$ cat config.mk
export PLATFORM = sky130hd
export DESIGN_NAME = soft_timer_table
export DESIGN_NICKNAME = d
export VERILOG_FILES = /design/src/hdl/stt_pkg.sv /design/src/hdl/stt_ctrl.sv /design/src/hdl/stt_datapath.sv /design/src/hdl/soft_timer_table.sv
export SDC_FILE = /design/constraint.sdc
export NUM_CORES = 1
export LEC_CHECK = 0
export ABC_CLOCK_PERIOD_IN_PS = 4100
export BUFFER_PORTS_ARGS = -buffer_cell sky130_fd_sc_hd__buf_2
export CAP_MARGIN = 10
export CORE_MARGIN = 2
export CORE_UTILIZATION = 56
export CTS_CLUSTER_DIAMETER = 200
export DETAILED_ROUTE_END_ITERATION = 10
export PLACE_DENSITY = 0.88
export SETUP_SLACK_MARGIN = 0.3
export SYNTH_ARGS = -nofsm -noshare
export SYNTH_HDL_FRONTEND = slang
export SYNTH_SLANG_ARGS = --single-unit
export TNS_END_PERCENT = 30
$ cat constraint.sdc
create_clock -name clock -period 4.1 [get_ports clock]
set_input_delay 0.82 -clock clock [delete_from_list [all_inputs] [get_ports clock]]
set_output_delay 0.82 -clock clock [all_outputs]
set_load 0.02 [all_outputs]
$ cat src/hdl/stt_pkg.sv
// Shared types and constants for the soft timer table.
`default_nettype none

package stt_pkg;

   localparam int TIMER_SLOTS = 8;
   localparam int SLOT_W      = (TIMER_SLOTS > 1) ? $clog2(TIMER_SLOTS) : 1;
   localparam int CMD_W       = 2;
   localparam int COUNT_W     = 16;
   localparam int ID_W        = 8;
   localparam int KIND_W      = 3;
   localparam int INDEX_W     = 4;

   typedef enum logic [CMD_W-1:0] {
      CMD_REGISTER = 2'd0,
      CMD_DELETE   = 2'd1,
      CMD_TICK     = 2'd2,
      CMD_NONE     = 2'd3
   } command_type;

   typedef enum logic [KIND_W-1:0] {
      KIND_REGISTERED = 3'd0,
      KIND_FULL       = 3'd1,
      KIND_DELETED    = 3'd2,
      KIND_IGNORED    = 3'd3,
      KIND_EXPIRED    = 3'd4
   } event_kind_type;

   typedef enum logic [1:0] {
      ST_IDLE  = 2'd0,
      ST_WALK  = 2'd1,
      ST_FLUSH = 2'd2
   } state_type;

   typedef struct packed {
      logic do_register;
      logic do_delete;
      logic tick_start;
      logic walk_step;
      logic flush;
   } ctrl_cmd_type;

   typedef struct packed {
      logic out_free;
      logic pend_valid;
      logic slot_expires;
      logic walk_at_end;
   } dp_status_type;

endpackage

`default_nettype wire

$ cat src/hdl/stt_ctrl.sv
// Sequencer for the soft timer table: command decode, slot walk and flush.
`default_nettype none

module stt_ctrl (
   input  wire logic                    clock,
   input  wire logic                    reset,
   input  wire logic                    req_valid,
   input  wire logic [stt_pkg::CMD_W-1:0] req_command,
   output logic                         req_ready,
   input  wire stt_pkg::dp_status_type  status,
   output stt_pkg::ctrl_cmd_type        cmd
);

   stt_pkg::state_type state_ff, state_in;

   always_ff @(posedge clock) begin
      if (reset) begin
         state_ff <= stt_pkg::ST_IDLE;
      end else begin
         state_ff <= state_in;
      end
   end

   always_comb begin
      state_in  = state_ff;
      req_ready = 1'b0;
      cmd       = '0;
      unique case (state_ff)
         stt_pkg::ST_IDLE: begin
            req_ready = 1'b1;
            if (req_valid) begin
               unique case (stt_pkg::command_type'(req_command))
                  stt_pkg::CMD_REGISTER: begin
                     cmd.do_register = 1'b1;
                     state_in        = stt_pkg::ST_FLUSH;
                  end
                  stt_pkg::CMD_DELETE: begin
                     cmd.do_delete = 1'b1;
                     state_in      = stt_pkg::ST_FLUSH;
                  end
                  stt_pkg::CMD_TICK: begin
                     cmd.tick_start = 1'b1;
                     state_in       = stt_pkg::ST_WALK;
                  end
                  default: begin
                     state_in = stt_pkg::ST_IDLE;
                  end
               endcase
            end
         end
         stt_pkg::ST_WALK: begin
            // stall only when a new expiry must displace a pending one while the output register is still full
            if (!(status.slot_expires && status.pend_valid && !status.out_free)) begin
               cmd.walk_step = 1'b1;
               if (status.walk_at_end) begin
                  state_in = stt_pkg::ST_FLUSH;
               end
            end
         end
         stt_pkg::ST_FLUSH: begin
            if (!status.pend_valid) begin
               state_in = stt_pkg::ST_IDLE;
            end else if (status.out_free) begin
               cmd.flush = 1'b1;
               state_in  = stt_pkg::ST_IDLE;
            end
         end
         default: begin
            state_in = stt_pkg::ST_IDLE;
         end
      endcase
   end

endmodule

`default_nettype wire

$ cat src/hdl/stt_datapath.sv
// Timer slot storage, slot walk arithmetic, pending result and output register.
`default_nettype none

module stt_datapath (
   input  wire logic                        clock,
   input  wire logic                        reset,
   input  wire logic [stt_pkg::COUNT_W-1:0] req_start_count,
   input  wire logic [stt_pkg::COUNT_W-1:0] req_reload_period,
   input  wire logic [stt_pkg::ID_W-1:0]    req_slot_id,
   input  wire stt_pkg::ctrl_cmd_type       cmd,
   output stt_pkg::dp_status_type           status,
   output logic                             rsp_valid,
   input  wire logic                        rsp_ready,
   output logic [stt_pkg::KIND_W-1:0]       rsp_event_kind,
   output logic [stt_pkg::INDEX_W-1:0]      rsp_timer_index,
   output logic                             rsp_last_of_run
);

   logic [stt_pkg::COUNT_W-1:0] count_ff  [stt_pkg::TIMER_SLOTS];
   logic [stt_pkg::COUNT_W-1:0] reload_ff [stt_pkg::TIMER_SLOTS];
   logic [stt_pkg::TIMER_SLOTS-1:0] in_use_ff;
   logic [stt_pkg::SLOT_W-1:0]  walk_idx_ff;

   logic                         pend_valid_ff;
   stt_pkg::event_kind_type      pend_kind_ff;
   logic [stt_pkg::INDEX_W-1:0]  pend_index_ff;

   logic                         rsp_valid_ff;
   stt_pkg::event_kind_type      rsp_kind_ff;
   logic [stt_pkg::INDEX_W-1:0]  rsp_index_ff;
   logic                         rsp_last_ff;

   logic                         free_found;
   logic [stt_pkg::SLOT_W-1:0]   free_slot;
   logic                         del_in_range;
   logic [stt_pkg::SLOT_W-1:0]   del_slot;
   logic [stt_pkg::COUNT_W-1:0]  sel_count;
   logic [stt_pkg::COUNT_W-1:0]  sel_reload;
   logic [stt_pkg::COUNT_W-1:0]  dec_count;
   logic                         expires;
   logic                         out_free;
   logic                         push_walk;

   // lowest free slot
   always_comb begin
      free_found = 1'b0;
      free_slot  = '0;
      for (int s = stt_pkg::TIMER_SLOTS - 1; s >= 0; s--) begin
         if (!in_use_ff[s]) begin
            free_found = 1'b1;
            free_slot  = stt_pkg::SLOT_W'(s);
         end
      end
   end

   assign del_in_range = (req_slot_id < stt_pkg::ID_W'(stt_pkg::TIMER_SLOTS));
   assign del_slot     = req_slot_id[stt_pkg::SLOT_W-1:0];

   assign sel_count  = count_ff[walk_idx_ff];
   assign sel_reload = reload_ff[walk_idx_ff];
   assign dec_count  = (sel_count != '0) ? sel_count - 1'b1 : sel_count;
   assign expires    = in_use_ff[walk_idx_ff] && (dec_count == '0);

   assign out_free  = !rsp_valid_ff || rsp_ready;
   assign push_walk = cmd.walk_step && expires && pend_valid_ff;

   assign status.out_free     = out_free;
   assign status.pend_valid   = pend_valid_ff;
   assign status.slot_expires = expires;
   assign status.walk_at_end  =
      (walk_idx_ff == stt_pkg::SLOT_W'(stt_pkg::TIMER_SLOTS - 1));

   // slot payload, never read while the slot is free
   always_ff @(posedge clock) begin
      if (cmd.do_register && free_found) begin
         count_ff[free_slot]  <= req_start_count;
         reload_ff[free_slot] <= req_reload_period;
      end else if (cmd.do_delete && del_in_range) begin
         count_ff[del_slot]  <= '0;
         reload_ff[del_slot] <= '0;
      end else if (cmd.walk_step && in_use_ff[walk_idx_ff]) begin
         if (expires) begin
            count_ff[walk_idx_ff] <= sel_reload;
         end else begin
            count_ff[walk_idx_ff] <= dec_count;
         end
      end
   end

   always_ff @(posedge clock) begin
      if (reset) begin
         in_use_ff   <= '0;
         walk_idx_ff <= '0;
      end else begin
         if (cmd.do_register && free_found) begin
            in_use_ff[free_slot] <= 1'b1;
         end else if (cmd.do_delete && del_in_range) begin
            in_use_ff[del_slot] <= 1'b0;
         end else if (cmd.walk_step && expires && (sel_reload == '0)) begin
            in_use_ff[walk_idx_ff] <= 1'b0;
         end
         if (cmd.tick_start) begin
            walk_idx_ff <= '0;
         end else if (cmd.walk_step) begin
            walk_idx_ff <= walk_idx_ff + 1'b1;
         end
      end
   end

   // pending result: held until it is known whether it closes the run
   always_ff @(posedge clock) begin
      if (reset) begin
         pend_valid_ff <= 1'b0;
      end else if (cmd.do_register || cmd.do_delete
                   || (cmd.walk_step && expires)) begin
         pend_valid_ff <= 1'b1;
      end else if (cmd.flush) begin
         pend_valid_ff <= 1'b0;
      end
   end

   always_ff @(posedge clock) begin
      if (cmd.do_register) begin
         if (free_found) begin
            pend_kind_ff  <= stt_pkg::KIND_REGISTERED;
            pend_index_ff <= stt_pkg::INDEX_W'(free_slot);
         end else begin
            pend_kind_ff  <= stt_pkg::KIND_FULL;
            pend_index_ff <= stt_pkg::INDEX_W'(stt_pkg::TIMER_SLOTS);
         end
      end else if (cmd.do_delete) begin
         if (del_in_range) begin
            pend_kind_ff  <= stt_pkg::KIND_DELETED;
            pend_index_ff <= stt_pkg::INDEX_W'(del_slot);
         end else begin
            pend_kind_ff  <= stt_pkg::KIND_IGNORED;
            pend_index_ff <= '0;
         end
      end else if (cmd.walk_step && expires) begin
         pend_kind_ff  <= stt_pkg::KIND_EXPIRED;
         pend_index_ff <= stt_pkg::INDEX_W'(walk_idx_ff);
      end
   end

   // output register
   always_ff @(posedge clock) begin
      if (reset) begin
         rsp_valid_ff <= 1'b0;
      end else if (push_walk || cmd.flush) begin
         rsp_valid_ff <= 1'b1;
      end else if (rsp_ready) begin
         rsp_valid_ff <= 1'b0;
      end
   end

   always_ff @(posedge clock) begin
      if (push_walk || cmd.flush) begin
         rsp_kind_ff  <= pend_kind_ff;
         rsp_index_ff <= pend_index_ff;
         rsp_last_ff  <= cmd.flush;
      end
   end

   assign rsp_valid       = rsp_valid_ff;
   assign rsp_event_kind  = rsp_kind_ff;
   assign rsp_timer_index = rsp_index_ff;
   assign rsp_last_of_run = rsp_last_ff;

endmodule

`default_nettype wire

$ cat src/hdl/soft_timer_table.sv
// A register/delete result is held in the pending register, then flushed to the
// output register; a tick walks TIMER_SLOTS slots, one per cycle unless an expiry
// finds the output register still full. One transaction at a time: a new one is taken
// only in idle, after the last result has been flushed; stalls only when a result is not taken.
// Reset: synchronous, clears all slot-in-use bits, the sequencer and valid flags;
// slot counts are loaded on register and need no clearing.
`default_nettype none

module soft_timer_table (
   input  wire logic                        clock,
   input  wire logic                        reset,
   input  wire logic                        req_valid,
   output logic                             req_ready,
   input  wire logic [stt_pkg::CMD_W-1:0]   req_command,
   input  wire logic [stt_pkg::COUNT_W-1:0] req_start_count,
   input  wire logic [stt_pkg::COUNT_W-1:0] req_reload_period,
   input  wire logic [stt_pkg::ID_W-1:0]    req_slot_id,
   output logic                             rsp_valid,
   input  wire logic                        rsp_ready,
   output logic [stt_pkg::KIND_W-1:0]       rsp_event_kind,
   output logic [stt_pkg::INDEX_W-1:0]      rsp_timer_index,
   output logic                             rsp_last_of_run
);

   // Commands from the sequencer, status back from the datapath.
   stt_pkg::ctrl_cmd_type  cmd;
   stt_pkg::dp_status_type status;

   // Sequencer: take a transaction in idle, walk slots on tick, flush the
   // last held result with its end-of-run flag.
   stt_ctrl u_ctrl (
      .clock       (clock),
      .reset       (reset),
      .req_valid   (req_valid),
      .req_command (req_command),
      .req_ready   (req_ready),
      .status      (status),
      .cmd         (cmd)
   );

   // Datapath: slot table, decrement and reload, one held result and the
   // output register that decouples the result side.
   stt_datapath u_datapath (
      .clock             (clock),
      .reset             (reset),
      .req_start_count   (req_start_count),
      .req_reload_period (req_reload_period),
      .req_slot_id       (req_slot_id),
      .cmd               (cmd),
      .status            (status),
      .rsp_valid         (rsp_valid),
      .rsp_ready         (rsp_ready),
      .rsp_event_kind    (rsp_event_kind),
      .rsp_timer_index   (rsp_timer_index),
      .rsp_last_of_run   (rsp_last_of_run)
   );

endmodule

`default_nettype wire

# Word level (Yosys, flattened, before mapping)
# Memory sizes are Yosys's and may differ from the RTL's. A register that Yosys moved wholly into a read port is not among the register bits.
# Cells that the tools add are included.
op_classes:
  addsub: 2
  magnitude_cmp: 7
  eq_ne: 9
  n_mux: 89
  bitwise_logic: 6
  n_reduce_logical: 33
op_table:
  columns: ["cell", "count"]
  rows:
  - ["2-to-1 mux 16 bit", 5]
  - ["2-to-1 mux 3 bit", 21]
  - ["OR reduction 16 bit", 3]
  - ["2-to-1 mux 1 bit", 45]
  - ["logical NOT 16 bit", 2]
  - ["2-to-1 mux 8 bit", 3]
  - ["bitwise AND 8 bit", 2]
  - ["2-to-1 mux 4 bit", 4]
  - ["inverter 8 bit", 2]
  - ["nonzero test 16 bit", 1]
  - ["subtractor 16 x 1 -> 16 bit, second input constant", 1]
  - ["logical AND 1 bit", 12]
  - ["less-than comparator 3 x 4 -> 1 bit, second input constant", 3]
  - ["2-to-1 mux 2 bit", 5]
  - ["demux 1 bit (select 3 bit)", 3]
  - [">= comparator 3 x 1 -> 1 bit, second input constant", 3]
  - ["less-than comparator 8 x 4 -> 1 bit, second input constant", 1]
  - ["bitwise OR 8 bit", 1]
  - ["!= test 2 bit, second input constant", 3]
  - ["one-hot mux 2 bit (3 select lines)", 1]
  - ["nonzero test 3 bit", 2]
  - ["== test 2 x 1 -> 1 bit, second input constant", 2]
  - ["== test 2 bit, second input constant", 2]
  - ["logical NOT 2 bit", 2]
  - ["11 further kinds", 17]
totals:
  reg_bits: 30
  ramBits: 256
  in_bits: 46
  output_inout_bits: 10
  elab_cells: 158
  memories: 2
mem_list:
  columns: ["memory", "depth", "word_bits", "read_ports", "rd_clocked_by_memory_dff", "write_ports", "line_no", "text"]
  rows:
  - ["u_datapath.count_ff", 8, 16, 1, 1, 1, "stt_datapath.sv:19", "logic [stt_pkg::COUNT_W-1:0] count_ff [stt_pkg::TIMER_SLOTS];"]
  - ["u_datapath.reload_ff", 8, 16, 1, 1, 1, "stt_datapath.sv:20", "logic [stt_pkg::COUNT_W-1:0] reload_ff [stt_pkg::TIMER_SLOTS];"]

# Longest topological paths before layout
logic_depth:
  ltp_word: 16
  ltp_mapped: 16
  ltp_nobuf: 11

# Hierarchy
# From an unflattened synthesis, not the netlist that was laid out.
hier_totals:
  hier_cells: 786
  hier_area_um2: 12738.5
by_module_without_submodules:
  columns: ["mod", "n_inst", "cells_per_inst", "area_per_inst_um2", "seq_area_each_um2"]
  rows:
  - ["stt_datapath", 1, 766, 12582.1, 8458.1]
  - ["stt_ctrl", 1, 20, 156.4, 40.0]

# Least setup slack after synthesis
# OpenSTA, ideal clock, no wires.
synth_path:
  path_kind: "register to register"
  start: "reg (tool-made name)"
  end: "reg u_datapath.rsp_kind_ff[0], in the netlist u_datapath.rsp_event_kind[0] (enable)"
  setup_time_ns: 0.375
  t_arrival_ns: 3.840
  required_ns: 3.725
  path_slack_ns: -0.115
  stages_incl_launch_ff: 15
  n_path_buf: 3
  synth_period_minus_slack_ns: 4.215
  cell_sequence: "dfxtp_1 -> buf_2 -> buf_2 -> buf_2 -> mux4_2 -> mux2i_2 -> ha_1 -> inv_1 -> nor3_2 -> nand4_1 -> mux2_2 -> nand4b_1 -> nor4b_4 -> nand3_2 -> a21boi_1"
synth_lines:
  columns: ["item", "line_no", "text"]
  rows:
  - ["to (signal assigned)", "stt_datapath.sv:158", "rsp_kind_ff <= pend_kind_ff;"]
  - ["to (decl)", "stt_datapath.sv:29", "stt_pkg::event_kind_type rsp_kind_ff;"]

==> flow_metrics.tcl <==
set metrics [dict create \
    p_leak_nw 4.93 \
    syn_nets 825 \
    io_pins 56 \
    io_buffers 55 \
    reg2reg_to "u_datapath.count_ff[1][13]" \
    grt_use_total_pct 25.9 \
    clkTransAtPathRegs_ps 70 \
    cp.required_ps 4350 \
    synthFlopType "edfxtp_1" \
    hold_class "reg2reg" \
    worstHoldPathCells 0 \
    clock_skew_ps 21.5 \
    maxCapViolations 0 \
    fmax_ghz 0.252 \
    worst_slew_pin_slew_ps 611 \
    nets 957 \
    drt_iter0_markers 1194 \
    relSlewSlack_pct 58.8 \
    vias 8120 \
    ant_nets 0 \
    layout-drive-gt1-share_pct 35.6 \
    grt_pass1_wl_um 47200 \
    worstSetupPathType "reg2reg" \
    initial_core_util_pct 56.8 \
    ys_seq_elements 289 \
    synthToLayoutAreaGrowth_pct 18.4 \
    n_antenna_cell 0 \
    synth_edf_count 271 \
    cts.sinks 289 \
    ys_types 78 \
    routed_wirelength_um 32500 \
    netlist_top_cells_area "edfxtp_1 (63%), mux4_2 (11%), dfxtp_1 (2.8%)" \
    hold_viol 0 \
    reg2reg_setup_slack_ps 130 \
    yosysTopAreaCellShare_pct 63.5 \
    cp-end-kind "register" \
    core_area_mm2 0.0226 \
    grt_pass1_vias 7937 \
    slew_viol_final 0 \
    r2r_cells 14 \
    start_kind "register" \
    syn_area_mm2 0.0128 \
    root_buffer "clkbuf_16" \
    hpwl_um 19500 \
    rsz0062_at_grt "true" \
    tritoncts "built" \
    hold_end "u_datapath.rsp_timer_index[3]" \
    async_flop_share_pct 0 \
    worst_ep_arrival_time_ps 4220 \
    finalSetupViolCount 0 \
    grt_max_degree 36 \
    avgRoutedWirePerCell_um 26.7 \
    hold_start "u_datapath.pend_index_ff[3]" \
    rows 55 \
    tns_ps 0 \
    netlist_instances 776 \
    status "complete, no violations" \
    die_area_mm2 0.0241 \
    synth_largest_area_cell "edfxtp_1" \
    avgSynthCellArea_um2 16.5 \
    finalCriticalPeriod_ps 3970 \
    powerDensity_mw_per_mm2 401 \
    yosys_warnings 0 \
    place_congestion 0.994 \
    grt_overflow 0 \
    cts_inserted_buffers 29 \
    via_per_inst 6.68 \
    cts_max_path_buffers 3 \
    drtPass1Iterations 5 \
    fp.dieW_um 155 \
    cts-htree-levels 1 \
    period_share_pct 96.8 \
    cts_hold_buf 0 \
    utilization_pct 67.2 \
    yosysSeqAreaShare_pct 66.3 \
    die_h_um 155 \
    insertion_delay_ps 550 \
    route.detailed.drc 0 \
    ir_drop_mv 0.429 \
    antenna_found_initial 0 \
    critPathMaxFanout 13 \
]
==> final cells by class <==
type,count,area (um2)
clock buffers,34,744
inverters,10,40.0
flip-flops and latches,289,8510
clock inverters,19,125
repair buffers,141,1140
multi-input cells,437,4270
fillers,1416,7390
well taps,285,357
==> logic make-up (layout without fill, tap and decap cells) <==
group                    count (synthesis)  in the layout  share of synthesized area, %
flip-flops                             289            289                          66.3
AO/OA/AOI/OAI                          113            114                          6.54
adder cells (fa/ha/maj)                  3              3                         0.293
XOR/XNOR                                 5              5                         0.342
buffers and inverters                   51            204                          2.13
multiplexers                           108            108                          15.5
AND/OR/NAND/NOR                        207            207                          8.94
==> placed cells by master (no fill, tap or decap), types with 4 or more instances in the layout <==
cell / count
nand2_1: 44
nor3_1: 16
mux2i_4: 9
nand2b_1: 7
dfxtp_1: 15
and2_1: 19
o211ai_1: 7
buf_12: 15
a31oi_1: 21
inv_1: 8
nand3_1: 23
nor4_1: 4
mux2i_1: 21
a21oi_1: 15
nand4_1: 9
nor3b_1: 4
clkbuf_16: 30
edfxtp_1: 271
buf_4: 67
nor2b_1: 10
o21ai_2: 9
mux4_2: 64
mux2_2: 9
clkbuf_1: 5
o31ai_1: 4
buf_2: 55
clkinv_1: 8
nor2_1: 33
nor2_2: 6
o21ai_0: 8
clkinv_2: 7
==> critical path, stage by stage, from the launching register on <==
cell,delay [ps]
dfxtp_4,400
buf_12,200
mux4_2,550
mux2i_1,170
buf_4,190
nand2_1,160
or3_1,400
o32a_2,420
nand4b_4,130
nor4b_4,60
buf_4,150
buf_12,130
buf_12,130
a21boi_2,160
o32a_1,400
==> cells in the mapped netlist (all sizes together) (3+ instances only) <==
master,count
nand2b,7
mux2i,32
nand3,26
o211ai,7
nor2b,10
edfxtp,271
mux4,64
buf,21
o22ai,3
inv,9
or2,3
a21boi,5
nand4,10
o221ai,3
a31oi,22
xnor2,3
mux2,12
a22oi,3
o31ai,4
a21o,3
nor2,39
nor3,20
o21ai,19
o21a,3
nand2,46
and2,21
nand4b,3
nor4,5
clkbuf,20
nor3b,4
a21oi,17
ha,3
or3,3
dfxtp,18
a31o,6
and3,3
nand3b,3
==> where the power goes <==
group / switching, W / internal [W]
Combinational: 0.000223 / 0.000159
Sequential: 0.0000195 / 0.00326
Clock: 0.00107 / 0.00136
Total: 0.00132 / 0.00477
==> per-layer routing <==
layer | track usage, % | wire [um] | vias up
li1 | - | - | 3414
met5 | 0 | 0 | -
met4 | 8.96 | 1320 | 0
met1 | 34.5 | 11900 | 4003
met3 | 4.96 | 2950 | 119
met2 | 43.2 | 16200 | 584
==> stage by stage <==
step	area, um2	setup slack [ps]	hold slack, ps	power [W]	std cells
2_1_floorplan	12900	196	400	0.00356	776
3_3_place_gp	13900	223	401	0.00367	1129
3_5_place_dp	13900	46.7	407	0.00368	1129
4_1_cts	14900	312	424	0.00607	1190
5_1_grt	15200	41.7	438	0.00624	1215
6_report	15200	130	424	0.00609	1215
==> flip-flops by register name, indices dropped and copies added (netlist names), named ones only <==
| register | count |
|---|---|
| u_datapath.rsp_last_of_run | 1 |
| u_ctrl.state_ff | 2 |
| u_datapath.rsp_timer_index | 4 |
| u_datapath.in_use_ff | 8 |
| u_datapath.count_ff | 128 |
| u_datapath.rsp_event_kind | 3 |
| u_datapath.walk_idx_ff | 3 |
| u_datapath.pend_valid_ff | 1 |
| u_datapath.pend_index_ff | 4 |
| u_datapath.reload_ff | 128 |
| u_datapath.rsp_valid | 1 |
| u_datapath.pend_kind_ff | 3 |
==> worst max-delay path by stage <==
stage                         from                       endpoint  depth (start not counted)  slack [ps]
CTS                       register    u_datapath.pend_index_ff[2]                         14         310
global route              register  u_datapath.rsp_timer_index[2]                         13          40
floorplan           req_slot_id[6]      u_datapath.count_ff[6][0]                          5         200
detailed placement        register      u_datapath.count_ff[4][9]                         11          50
global placement          register     u_datapath.count_ff[1][11]                         11         220
finish                    register     u_datapath.count_ff[1][13]                         14         130
==> repair_timing <==
item                                    in CTS  in global routing
gates cloned                                 1                  1
resized for setup                           14                 26
pin swaps                                    5                  7
setup buffers                                7                 24
endpoints found under the setup margin     262                268
Note: power is estimated with default switching activity, not from simulation.
